**src/sv/ami_pkg.sv**
```systemverilog
// ============================================================================
// ami_pkg: shared types and constants of the affine matrix inverse
// Beat types, sequencer codes, microcode decode and saturation helpers.
// ============================================================================
package ami_pkg;

  localparam int FRACTION_BITS = 16;
  localparam int ACC_W = 66;
  localparam int DET_W = ACC_W - FRACTION_BITS;
  localparam int DIV_W = DET_W + 33;
  localparam int QUO_W = 33;

  localparam logic [31:0] FLAG_IDENTITY = 32'h0002_0000;
  localparam logic [31:0] TYPE_MASK = 32'h0000_0003;
  localparam logic [31:0] TYPE_ORTHONORMAL = 32'h0000_0003;

  localparam int BANK_DEPTH = 24;
  localparam int SEL_W = 5;
  localparam logic [SEL_W-1:0] M_BASE = 5'd0;
  localparam logic [SEL_W-1:0] C_BASE = 5'd12;
  localparam logic [SEL_W-1:0] P_BASE = 5'd21;
  localparam logic [4:0] LAST_A_STEP = 5'd20;
  localparam logic [4:0] NUM_COF_STEPS = 5'd18;
  localparam logic [3:0] LAST_COF = 4'd8;
  localparam logic [1:0] ROW_POS = 2'd3;

  typedef struct packed {
    logic [1:0]         row_select;
    logic signed [31:0] elem_x;
    logic signed [31:0] elem_y;
    logic signed [31:0] elem_z;
    logic [31:0]        type_flags;
  } in_beat_t;

  typedef struct packed {
    logic [1:0]         out_row;
    logic signed [31:0] out_x;
    logic signed [31:0] out_y;
    logic signed [31:0] out_z;
    logic [31:0]        out_flags;
    logic               singular;
    logic               last_row;
  } out_beat_t;

  typedef enum logic [2:0] {
    ST_IDLE,
    ST_MAC_A,
    ST_DRAIN_A,
    ST_DIV,
    ST_MAC_B,
    ST_DRAIN_B,
    ST_OUT
  } state_e;

  typedef enum logic [1:0] {
    MODE_IDENT,
    MODE_ORTHO,
    MODE_GEN
  } mode_e;

  typedef enum logic [1:0] {
    WB_COF,
    WB_DET,
    WB_POS
  } wb_e;

  typedef struct packed {
    logic             valid;
    logic [SEL_W-1:0] a_sel;
    logic [SEL_W-1:0] b_sel;
    logic             sub;
    logic             first;
    logic             last;
    wb_e              kind;
    logic [SEL_W-1:0] dst;
  } uop_t;

  // Cofactors and determinant of the 3x3 part, two or three products each.
  function automatic uop_t ucode_a(logic [4:0] step);
    uop_t u;
    logic [3:0] i;
    logic [SEL_W-1:0] a, b, c, d;
    u = '0;
    i = step[4:1];
    a = '0;
    b = '0;
    c = '0;
    d = '0;
    u.valid = 1'b1;
    if (step < NUM_COF_STEPS) begin
      unique case (i)
        4'd0: begin a = 5'd4; b = 5'd8; c = 5'd5; d = 5'd7; end
        4'd1: begin a = 5'd7; b = 5'd2; c = 5'd8; d = 5'd1; end
        4'd2: begin a = 5'd1; b = 5'd5; c = 5'd2; d = 5'd4; end
        4'd3: begin a = 5'd5; b = 5'd6; c = 5'd3; d = 5'd8; end
        4'd4: begin a = 5'd8; b = 5'd0; c = 5'd6; d = 5'd2; end
        4'd5: begin a = 5'd2; b = 5'd3; c = 5'd0; d = 5'd5; end
        4'd6: begin a = 5'd3; b = 5'd7; c = 5'd4; d = 5'd6; end
        4'd7: begin a = 5'd6; b = 5'd1; c = 5'd7; d = 5'd0; end
        default: begin a = 5'd0; b = 5'd4; c = 5'd1; d = 5'd3; end
      endcase
      u.a_sel = step[0] ? c : a;
      u.b_sel = step[0] ? d : b;
      u.sub = step[0];
      u.first = !step[0];
      u.last = step[0];
      u.kind = WB_COF;
      u.dst = C_BASE + SEL_W'(i);
    end else begin
      u.kind = WB_DET;
      u.last = (step == LAST_A_STEP);
      u.first = (step == NUM_COF_STEPS);
      if (step == NUM_COF_STEPS) begin
        u.a_sel = M_BASE + 5'd3;
        u.b_sel = C_BASE + 5'd1;
      end else if (step == LAST_A_STEP) begin
        u.a_sel = C_BASE;
        u.b_sel = M_BASE;
      end else begin
        u.a_sel = M_BASE + 5'd6;
        u.b_sel = C_BASE + 5'd2;
      end
    end
    return u;
  endfunction

  // Projection of the position row onto column pos of the inverse.
  function automatic uop_t ucode_b(logic [1:0] pos, logic [1:0] term, logic ortho);
    uop_t u;
    logic [SEL_W-1:0] p5, t5;
    u = '0;
    p5 = SEL_W'(pos);
    t5 = SEL_W'(term);
    u.valid = 1'b1;
    u.a_sel = M_BASE + 5'd9 + t5;
    u.b_sel = ortho ? (M_BASE + 5'd3 * p5 + t5) : (C_BASE + 5'd3 * t5 + p5);
    u.sub = 1'b0;
    u.first = (term == 2'd0);
    u.last = (term == 2'd2);
    u.kind = WB_POS;
    u.dst = P_BASE + p5;
    return u;
  endfunction

  function automatic logic signed [31:0] sat32(logic signed [ACC_W-1:0] v);
    logic signed [ACC_W-1:0] hi, lo;
    hi = ACC_W'(64'sh7FFF_FFFF);
    lo = -ACC_W'(64'sh8000_0000);
    if (v > hi) return 32'sh7FFF_FFFF;
    if (v < lo) return 32'sh8000_0000;
    return v[31:0];
  endfunction

endpackage

```
**src/sv/ami_div.sv**
```systemverilog
// ============================================================================
// ami_div: bit-serial rounded fixed-point divider
// Returns cofactor * 2^F / det, rounded with ties away from zero, saturated
// to 32 bits. One quotient bit per cycle.
// ============================================================================
module ami_div (
  input  logic                               clk_i,
  input  logic                               rst_ni,
  input  logic                               start_i,
  input  logic signed [31:0]                 cof_i,
  input  logic signed [ami_pkg::DET_W-1:0]   det_i,
  output logic                               done_o,
  output logic signed [31:0]                 quo_o
);

  localparam logic [5:0] LastCnt = 6'd34;

  logic                            busy_q;
  logic [5:0]                      cnt_q;
  logic [ami_pkg::DIV_W-1:0]       rem_q, rem_d;
  logic [ami_pkg::DIV_W-1:0]       dsh_q, dsh_d;
  logic [ami_pkg::QUO_W-1:0]       quo_q, quo_d;
  logic                            ovf_q, ovf_d;
  logic                            neg_q;
  logic [31:0]                     mag_c;
  logic signed [32:0]              cof_ext;
  logic [ami_pkg::DET_W-1:0]       mag_d;
  logic                            ge;

  assign cof_ext = 33'(cof_i);
  assign mag_c = cof_i[31] ? 32'(-cof_ext) : 32'(cof_ext);
  assign mag_d = det_i[ami_pkg::DET_W-1] ? ami_pkg::DET_W'(-det_i) : det_i;
  assign ge = (rem_q >= dsh_q);

  always_comb begin
    rem_d = rem_q;
    dsh_d = dsh_q >> 1;
    quo_d = quo_q;
    ovf_d = ovf_q;
    if (cnt_q == 6'd0) begin
      ovf_d = ge;
    end else if (ge) begin
      rem_d = rem_q - dsh_q;
      quo_d = {quo_q[ami_pkg::QUO_W-2:0], 1'b1};
    end else begin
      quo_d = {quo_q[ami_pkg::QUO_W-2:0], 1'b0};
    end
  end

  always_ff @(posedge clk_i or negedge rst_ni) begin
    if (!rst_ni) begin
      busy_q <= 1'b0;
      cnt_q <= '0;
    end else if (start_i) begin
      busy_q <= 1'b1;
      cnt_q <= '0;
    end else if (busy_q) begin
      if (cnt_q == LastCnt) begin
        busy_q <= 1'b0;
      end else begin
        cnt_q <= cnt_q + 6'd1;
      end
    end
  end

  always_ff @(posedge clk_i) begin
    if (start_i) begin
      rem_q <= (ami_pkg::DIV_W'(mag_c) << (ami_pkg::FRACTION_BITS + 1))
               + ami_pkg::DIV_W'(mag_d);
      dsh_q <= ami_pkg::DIV_W'(mag_d) << 34;
      quo_q <= '0;
      ovf_q <= 1'b0;
      neg_q <= cof_i[31] ^ det_i[ami_pkg::DET_W-1];
    end else if (busy_q && cnt_q != LastCnt) begin
      rem_q <= rem_d;
      dsh_q <= dsh_d;
      quo_q <= quo_d;
      ovf_q <= ovf_d;
    end
  end

  assign done_o = busy_q && (cnt_q == LastCnt);

  always_comb begin
    if (neg_q) begin
      if (ovf_q || quo_q > 33'h0_8000_0000) quo_o = 32'sh8000_0000;
      else quo_o = 32'(-quo_q);
    end else begin
      if (ovf_q || quo_q > 33'h0_7FFF_FFFF) quo_o = 32'sh7FFF_FFFF;
      else quo_o = quo_q[31:0];
    end
  end

endmodule

```
**config.mk**
```make
export PLATFORM = sky130hd
export DESIGN_NAME = ami_div
export DESIGN_NICKNAME = d
export VERILOG_FILES = /design/src/sv/ami_pkg.sv /design/src/sv/ami_div.sv
export SDC_FILE = /design/constraint.sdc
export NUM_CORES = 1
export LEC_CHECK = 0
export BUFFER_PORTS_ARGS = -buffer_cell sky130_fd_sc_hd__buf_2
export CAP_MARGIN = 20
export CORE_ASPECT_RATIO = 0.7
export CORE_MARGIN = 3
export CORE_UTILIZATION = 50
export CTS_BUF_LIST = sky130_fd_sc_hd__clkbuf_4
export CTS_CLUSTER_SIZE = 20
export DETAILED_ROUTE_END_ITERATION = 7
export GPL_ROUTABILITY_DRIVEN = 0
export GPL_TIMING_DRIVEN = 0
export PLACE_DENSITY = 0.68
export SLEW_MARGIN = 5
export SYNTH_ARGS = -nofsm -noshare
export SYNTH_HDL_FRONTEND = slang
export SYNTH_SLANG_ARGS = --single-unit
export TNS_END_PERCENT = 1
```
**constraint.sdc**
```tcl
create_clock -name clk_i -period 5.9 [get_ports clk_i]
set_input_delay 1.18 -clock clk_i [delete_from_list [all_inputs] [get_ports clk_i]]
set_output_delay 1.18 -clock clk_i [all_outputs]
set_load 0.03 [all_outputs]
```
==> impl_metrics.yaml, run 1 <==
clocking:
  cts_sinks: 208
  root_buffer: "clkbuf_4"
  clk_path_buf_depth: 3
  cts-buffers-inserted: 52
  postCtsHoldBufs: 0
  clk_latency_ns: 0.76
  tritoncts: "yes"
  clkSlewWorstSetupHoldPaths_ns: 0.08
  htree_levels: 2
critical_path:
  cp.required_ns: 4.72
  crit_start: "quo_q[10]"
  crit_type: "reg -> out"
  endpoint_kind: "primary output"
  r2r_start: "dsh_q[18]"
  worstPathArrival_ns: 4.64
  start_kind: "flip-flop"
  worstReg2RegEnd: "rem_q[78]"
  r2r_slack_ns: 1.10
  crit_fanout: 9
  r2r_cells: 13
floorplanning:
  core.rowCount: 56
  die_w_um: 231
  start_util: 0.517
  core_um2: 34100
  die_y_um: 163
  die-area_um2: 37600
  io_pins: 118
drt:
  wirelength_um: 58600
  post_drt_wl_per_cell_um: 20.0
  num_vias: 18000
  dr.pass1.iters: 7
  vias_per_cell: 6.15
  route.detailed.drc: 0
  drt_iter0_drc: 2445
  ant_nets: 0
min_path:
  hp-class: "in -> async"
global_routing:
  grt-ovfl-total: 0
  grt.total_usage: 0.303
  grt_max_degree: 33
  first_global_vias: 16200
  antenna_found_initial: 5
  grt_pass1_wl_um: 90300
power_and_ir_drop:
  totalPowerFinal_mw: 9.03
  clock_power_share: 0.145
  p_leak_nw: 7.91
  p_seq_frac: 0.245
  power.switching_mw: 4.26
  powerDensity_nw_per_um2: 457
  combPwrFrac: 0.610
  netSwitchingFraction: 0.472
  p_int_mw: 4.76
  vdd_ir_drop_max_uv: 260
sta:
  final-hold-violation-count: 0
  rsz0062_at_grt: "true"
  fin_crit_sh: 0.987
  drv_slew: 0
  worst_slew_pin_slew_ns: 1.09
  setup_violations: 0
  maxSlewHeadroom: 0.271
  skew_ns: 0.0832
  max_clock_freq_mhz: 172
  fin_crit_ns: 5.82
  finalSetupTns_ns: 0
run:
  maxCapViolations: 0
logic_synthesis:
  synth_edf_count: 133
  async_flop_share: 0.0337
  synth_common_cells: "nand2_1, a21oi_1, o21ai_0"
  synth_cell_types: 71
  synth_fp_nets: 2449
  synth_area_leaders: "edfxtp_1, ha_1, dfxtp_1"
  synth-simple-area-share: 0.209
  netlist.area_leader.share: 0.226
  ys_seq_area_frac: 0.313
  netlist_area_um2: 17700
  synth.ff_latch_count: 208
  synth_top_family_by_area: "compound AO/OA/AOI/OAI gates"
  yosysMostFrequentCell: "nand2_1"
  synthAdderAreaFrac: 0.0887
  yosysTopAreaCell: "edfxtp_1"
  synthFlopType: "edfxtp_1"
  synthXorXnorAreaFrac: 0.0863
  synth_warnings: 0
  netlist_instances: 2240
  synth_mux_area_frac: 0.0115
  syn_area_per_cell_um2: 7.88
  synth_compound_area_frac: 0.236
cells_and_area:
  syn_to_final_growth_pct: 11.9
  fin_nets: 2623
  regArea_um2: 5530
  nFillCells: 3223
  drive_above_1_share: 0.112
  final_cells: 2923
  multiInputGateArea_um2: 11300
placement:
  io_buffers: 117
  dpl.cell_count: 2824
  dp_hpwl_um: 46100
run_status:
  status: "finished clean"
## registers in the layout, summed over array words and instances, names as in the netlist
name and count:
quo_q 33, dsh_q 83, ovf_q 1, neg_q 1, cnt_q 6, rem_q 83
busy_q 1
## layout make-up
cell class	count	share of cell area
Inverter	144	0.0274
Sequential cell	208	0.280
Tap cell	464	0.0294
Clock buffer	88	0.0335
Buffer	111	0.0219
Multi-Input combinational cell	1775	0.571
Clock inverter	8	0.00184
Timing Repair Buffer	122	0.0342
Antenna cell	3	0.000380
## what timing repair did
action / CTS / global route
setup buffers: 0 / 2
endpoints found under the setup margin: 30 / 35
pin swaps: 0 / 3
resized for setup: 7 / 28
## through the flow
step                area [um2]  utilization  hold WS [ns]  setup slack [ns]
global route             19700        0.579         0.286            -0.120
finish                   19700        0.579         0.315            0.0758
detailed placement       18900        0.554         0.457            -0.941
CTS                      19600        0.575         0.278           0.00144
global placement         18800        0.552         0.452             -1.30
floorplan                17700            -         0.440            0.0694
## cell families (layout without fill, tap and decap cells)
| kind of cell | count (synthesis) | in the layout |
|---|---|---|
| simple gates | 790 | 790 |
| mux | 19 | 19 |
| fa+ha+maj | 124 | 124 |
| other cells | 0 | 3 |
| compound gates | 668 | 668 |
| buf+inv | 257 | 473 |
| flops | 208 | 208 |
| xor+xnor | 174 | 174 |
## critical path, stage by stage (launching register included)
cell and delay [ns]:
dfxtp_1 0.40, or4_4 0.58, nor4_4 0.31, or4b_1 0.49
or3_1 0.35, or3_1 0.34, or3_1 0.37, or3_4 0.37
nor3_2 0.15, xor2_1 0.08, a31oi_1 0.24, buf_4 0.21
## cell usage in the layout (no fill, tap or decap), types with 13 or more instances in the layout
cell,synthesis,layout
xnor2_1,129,128
nand3_1,44,43
nand2b_1,31,30
clkbuf_4,0,88
o31ai_1,48,47
o311ai_0,21,20
o21a_1,21,21
a21oi_1,212,211
dfxtp_1,68,68
edfxtp_1,133,133
o21ai_0,165,164
ha_1,122,122
nand2_1,357,357
nor2_1,145,145
xor2_1,45,45
nor2b_1,24,24
o41ai_1,17,15
nor3_1,33,33
and3_1,16,16
inv_1,144,144
a21o_1,51,51
a31oi_1,27,26
or3_1,20,20
buf_1,13,13
o21bai_1,21,21
or4_1,15,13
buf_2,1,117
nand4_1,42,42
clkbuf_1,98,93
## layer usage
metal	share of wire	track usage	up-vias	wire length, um
met1	0.47	0.479	8355	27300
met2	0.38	0.403	1081	22200
met3	0.13	0.0710	108	7530
li1	-	-	8442	-
met5	0.0016	0	-	92
met4	0.024	0.0810	4	1410
## worst max path at each step
stage | slack, ns | cells after the start | to
after CTS | 0.001 | 12 | quo_o[31]
after floorplan | 0.07 | 18 | rem_q[48]
final | 0.08 | 11 | quo_o[31]
after detailed placement | -0.94 | 19 | rem_q[48]
after global placement | -1.30 | 5 | rem_q[25]
after global routing | -0.12 | 11 | quo_o[31]
## power by group through the flow
stage	combinational (mW)	sequential, mW	clock (mW)
2_1_floorplan	3.97	2.18	0
3_3_place_gp	5.15	2.24	0
3_5_place_dp	5.25	2.23	0
4_1_cts	5.30	2.20	1.33
5_1_grt	6.01	2.24	1.41
6_report	5.51	2.21	1.31
Power figures use the tool's default switching activity.
==> run 2, diff against run 1 <==
--- a/config.mk
+++ b/config.mk
@@ -16,6 +16,7 @@
 export GPL_ROUTABILITY_DRIVEN = 0
 export GPL_TIMING_DRIVEN = 0
 export PLACE_DENSITY = 0.68
+export RECOVER_POWER = 100
 export SLEW_MARGIN = 5
 export SYNTH_ARGS = -nofsm -noshare
 export SYNTH_HDL_FRONTEND = slang
==> impl_metrics.yaml, run 2 (synthesized netlist as in run 1, its figures left out) <==
drt:
  drt_iter0_drc: 2417
  vias_per_cell: 6.13
  dr.pass1.iters: 6
  ant_nets: 0
  route.detailed.drc: 0
  wirelength_um: 58500
  num_vias: 17900
  post_drt_wl_per_cell_um: 20.0
power_and_ir_drop:
  powerDensity_nw_per_um2: 458
  vdd_ir_drop_max_uv: 260
  totalPowerFinal_mw: 9.00
  p_leak_nw: 7.86
cells_and_area:
  syn_to_final_growth_pct: 11.4
  reg_top3: "dsh_q x83, rem_q x83, quo_q x33"
  nFillCells: 3234
  regArea_um2: 5530
  layout_commonest_cell: "nand2_1"
  multiInputGateArea_um2: 11300
  fin_nets: 2623
  final_cell_mix: "nand2_1, a21oi_1, o21ai_0"
  drive_above_1_share: 0.105
run_status:
  violations: "max-capacitance violations, max-slew violations"
  status: "complete, but fails checks"
critical_path:
  endpoint: "quo_o[31]"
  r2r_cells: 12
  worstPathArrival_ns: 4.63
  crit_start: "quo_q[10]"
  crit_type: "reg -> out"
  cp.required_ns: 4.72
  start_kind: "flip-flop"
  endpoint_kind: "primary output"
  r2r_start: "dsh_q[7]"
  r2r_slack_ns: 0.20
  crit_fanout: 9
  worstReg2RegEnd: "rem_q[0]"
floorplanning:
  die_y_um: 163
  start_util: 0.517
  core_um2: 34100
  die_w_um: 231
  io_pins: 118
  die-area_um2: 37600
  core.rowCount: 56
placement:
  io_buffers: 117
  dpl_worst_slack_ns: -0.941
  dp_hpwl_um: 46100
global_routing:
  grt_max_degree: 33
  antenna_found_initial: 5
  grt.total_usage: 0.303
  first_global_vias: 16200
  grt_pass1_wl_um: 90300
  grt-ovfl-total: 0
sta:
  finalSetupTns_ns: 0
  fin_crit_sh: 0.985
  final-hold-violation-count: 0
  worst_slew_pin_slew_ns: 1.62
  setup_violations: 0
  drv_slew: 31
  max_clock_freq_mhz: 172
  maxSlewHeadroom: -0.0793
  skew_ns: 0.0876
  fin_crit_ns: 5.81
  fin_ws_ns: 0.0856
  rsz0062_at_grt: "true"
run:
  maxCapViolations: 1
clocking:
  clkSlewWorstSetupHoldPaths_ns: 0.07
  tritoncts: "yes"
  cts_sinks: 208
  cts-buffers-inserted: 52
  clk_latency_ns: 0.76
  htree_levels: 2
  clk_path_buf_depth: 3
  root_buffer: "clkbuf_4"
  postCtsHoldBufs: 0
min_path:
  hp-class: "in -> async"
run 2: worst min path at each step:
stage | endpoint | depth (start not counted)
after floorplan | dsh_q[0] | 2
after global placement | dsh_q[0] | 2
after detailed placement | dsh_q[19] | 2
after CTS | cnt_q[2] | 1
after global routing | cnt_q[4] | 1
final | cnt_q[4] | 1
run 2: cell type report:
type,count,area share
clock inverters,8,0.00185
multi-input cells,1775,0.573
repair buffers,122,0.0312
flip-flops and latches,208,0.281
well taps,464,0.0295
diodes,3,0.000382
clock buffers,88,0.0336
plain buffers,111,0.0220
inverters,144,0.0275
run 2: metrics by stage:
step                std cells  hold WS, ns   util  cell area [um2]
floorplan                2240        0.440      -            17700
global placement         2821        0.452  0.552            18800
detailed placement       2824        0.457  0.554            18900
CTS                      2920        0.278  0.575            19600
global route             2923        0.393  0.576            19700
finish                   2923        0.395  0.576            19700
run 2: metal layers:
metal / part of all wire / global-route usage / vias up
met1: 0.47 / 0.479 / 8312
met3: 0.13 / 0.0710 / 103
met5: 0.0016 / 0 / -
met4: 0.024 / 0.0810 / 4
met2: 0.38 / 0.403 / 1071
li1: - / - / 8441
run 2: critical path, stage by stage (launching register included):
cell	delay [ns]
dfxtp_1	0.40
or4_4	0.58
nor4_4	0.32
or4b_1	0.50
or3_1	0.35
or3_1	0.35
or3_1	0.37
or3_4	0.36
nor3_2	0.14
xor2_1	0.08
a31oi_1	0.23
buf_4	0.20
run 2: timing repair:
item / CTS / global route
gates resized for setup: 7 / 28
endpoints found under the setup margin: 30 / 35
pin swaps: 0 / 3
cloned: 0 / 0
setup buffers: 0 / 2
run 2: where the power goes:
part,total (mW),internal [mW],switching (mW)
Sequential,2.21,2.06,0.149
Clock,1.31,0.668,0.640
Combinational,5.48,2.02,3.46
Total,9.00,4.75,4.25
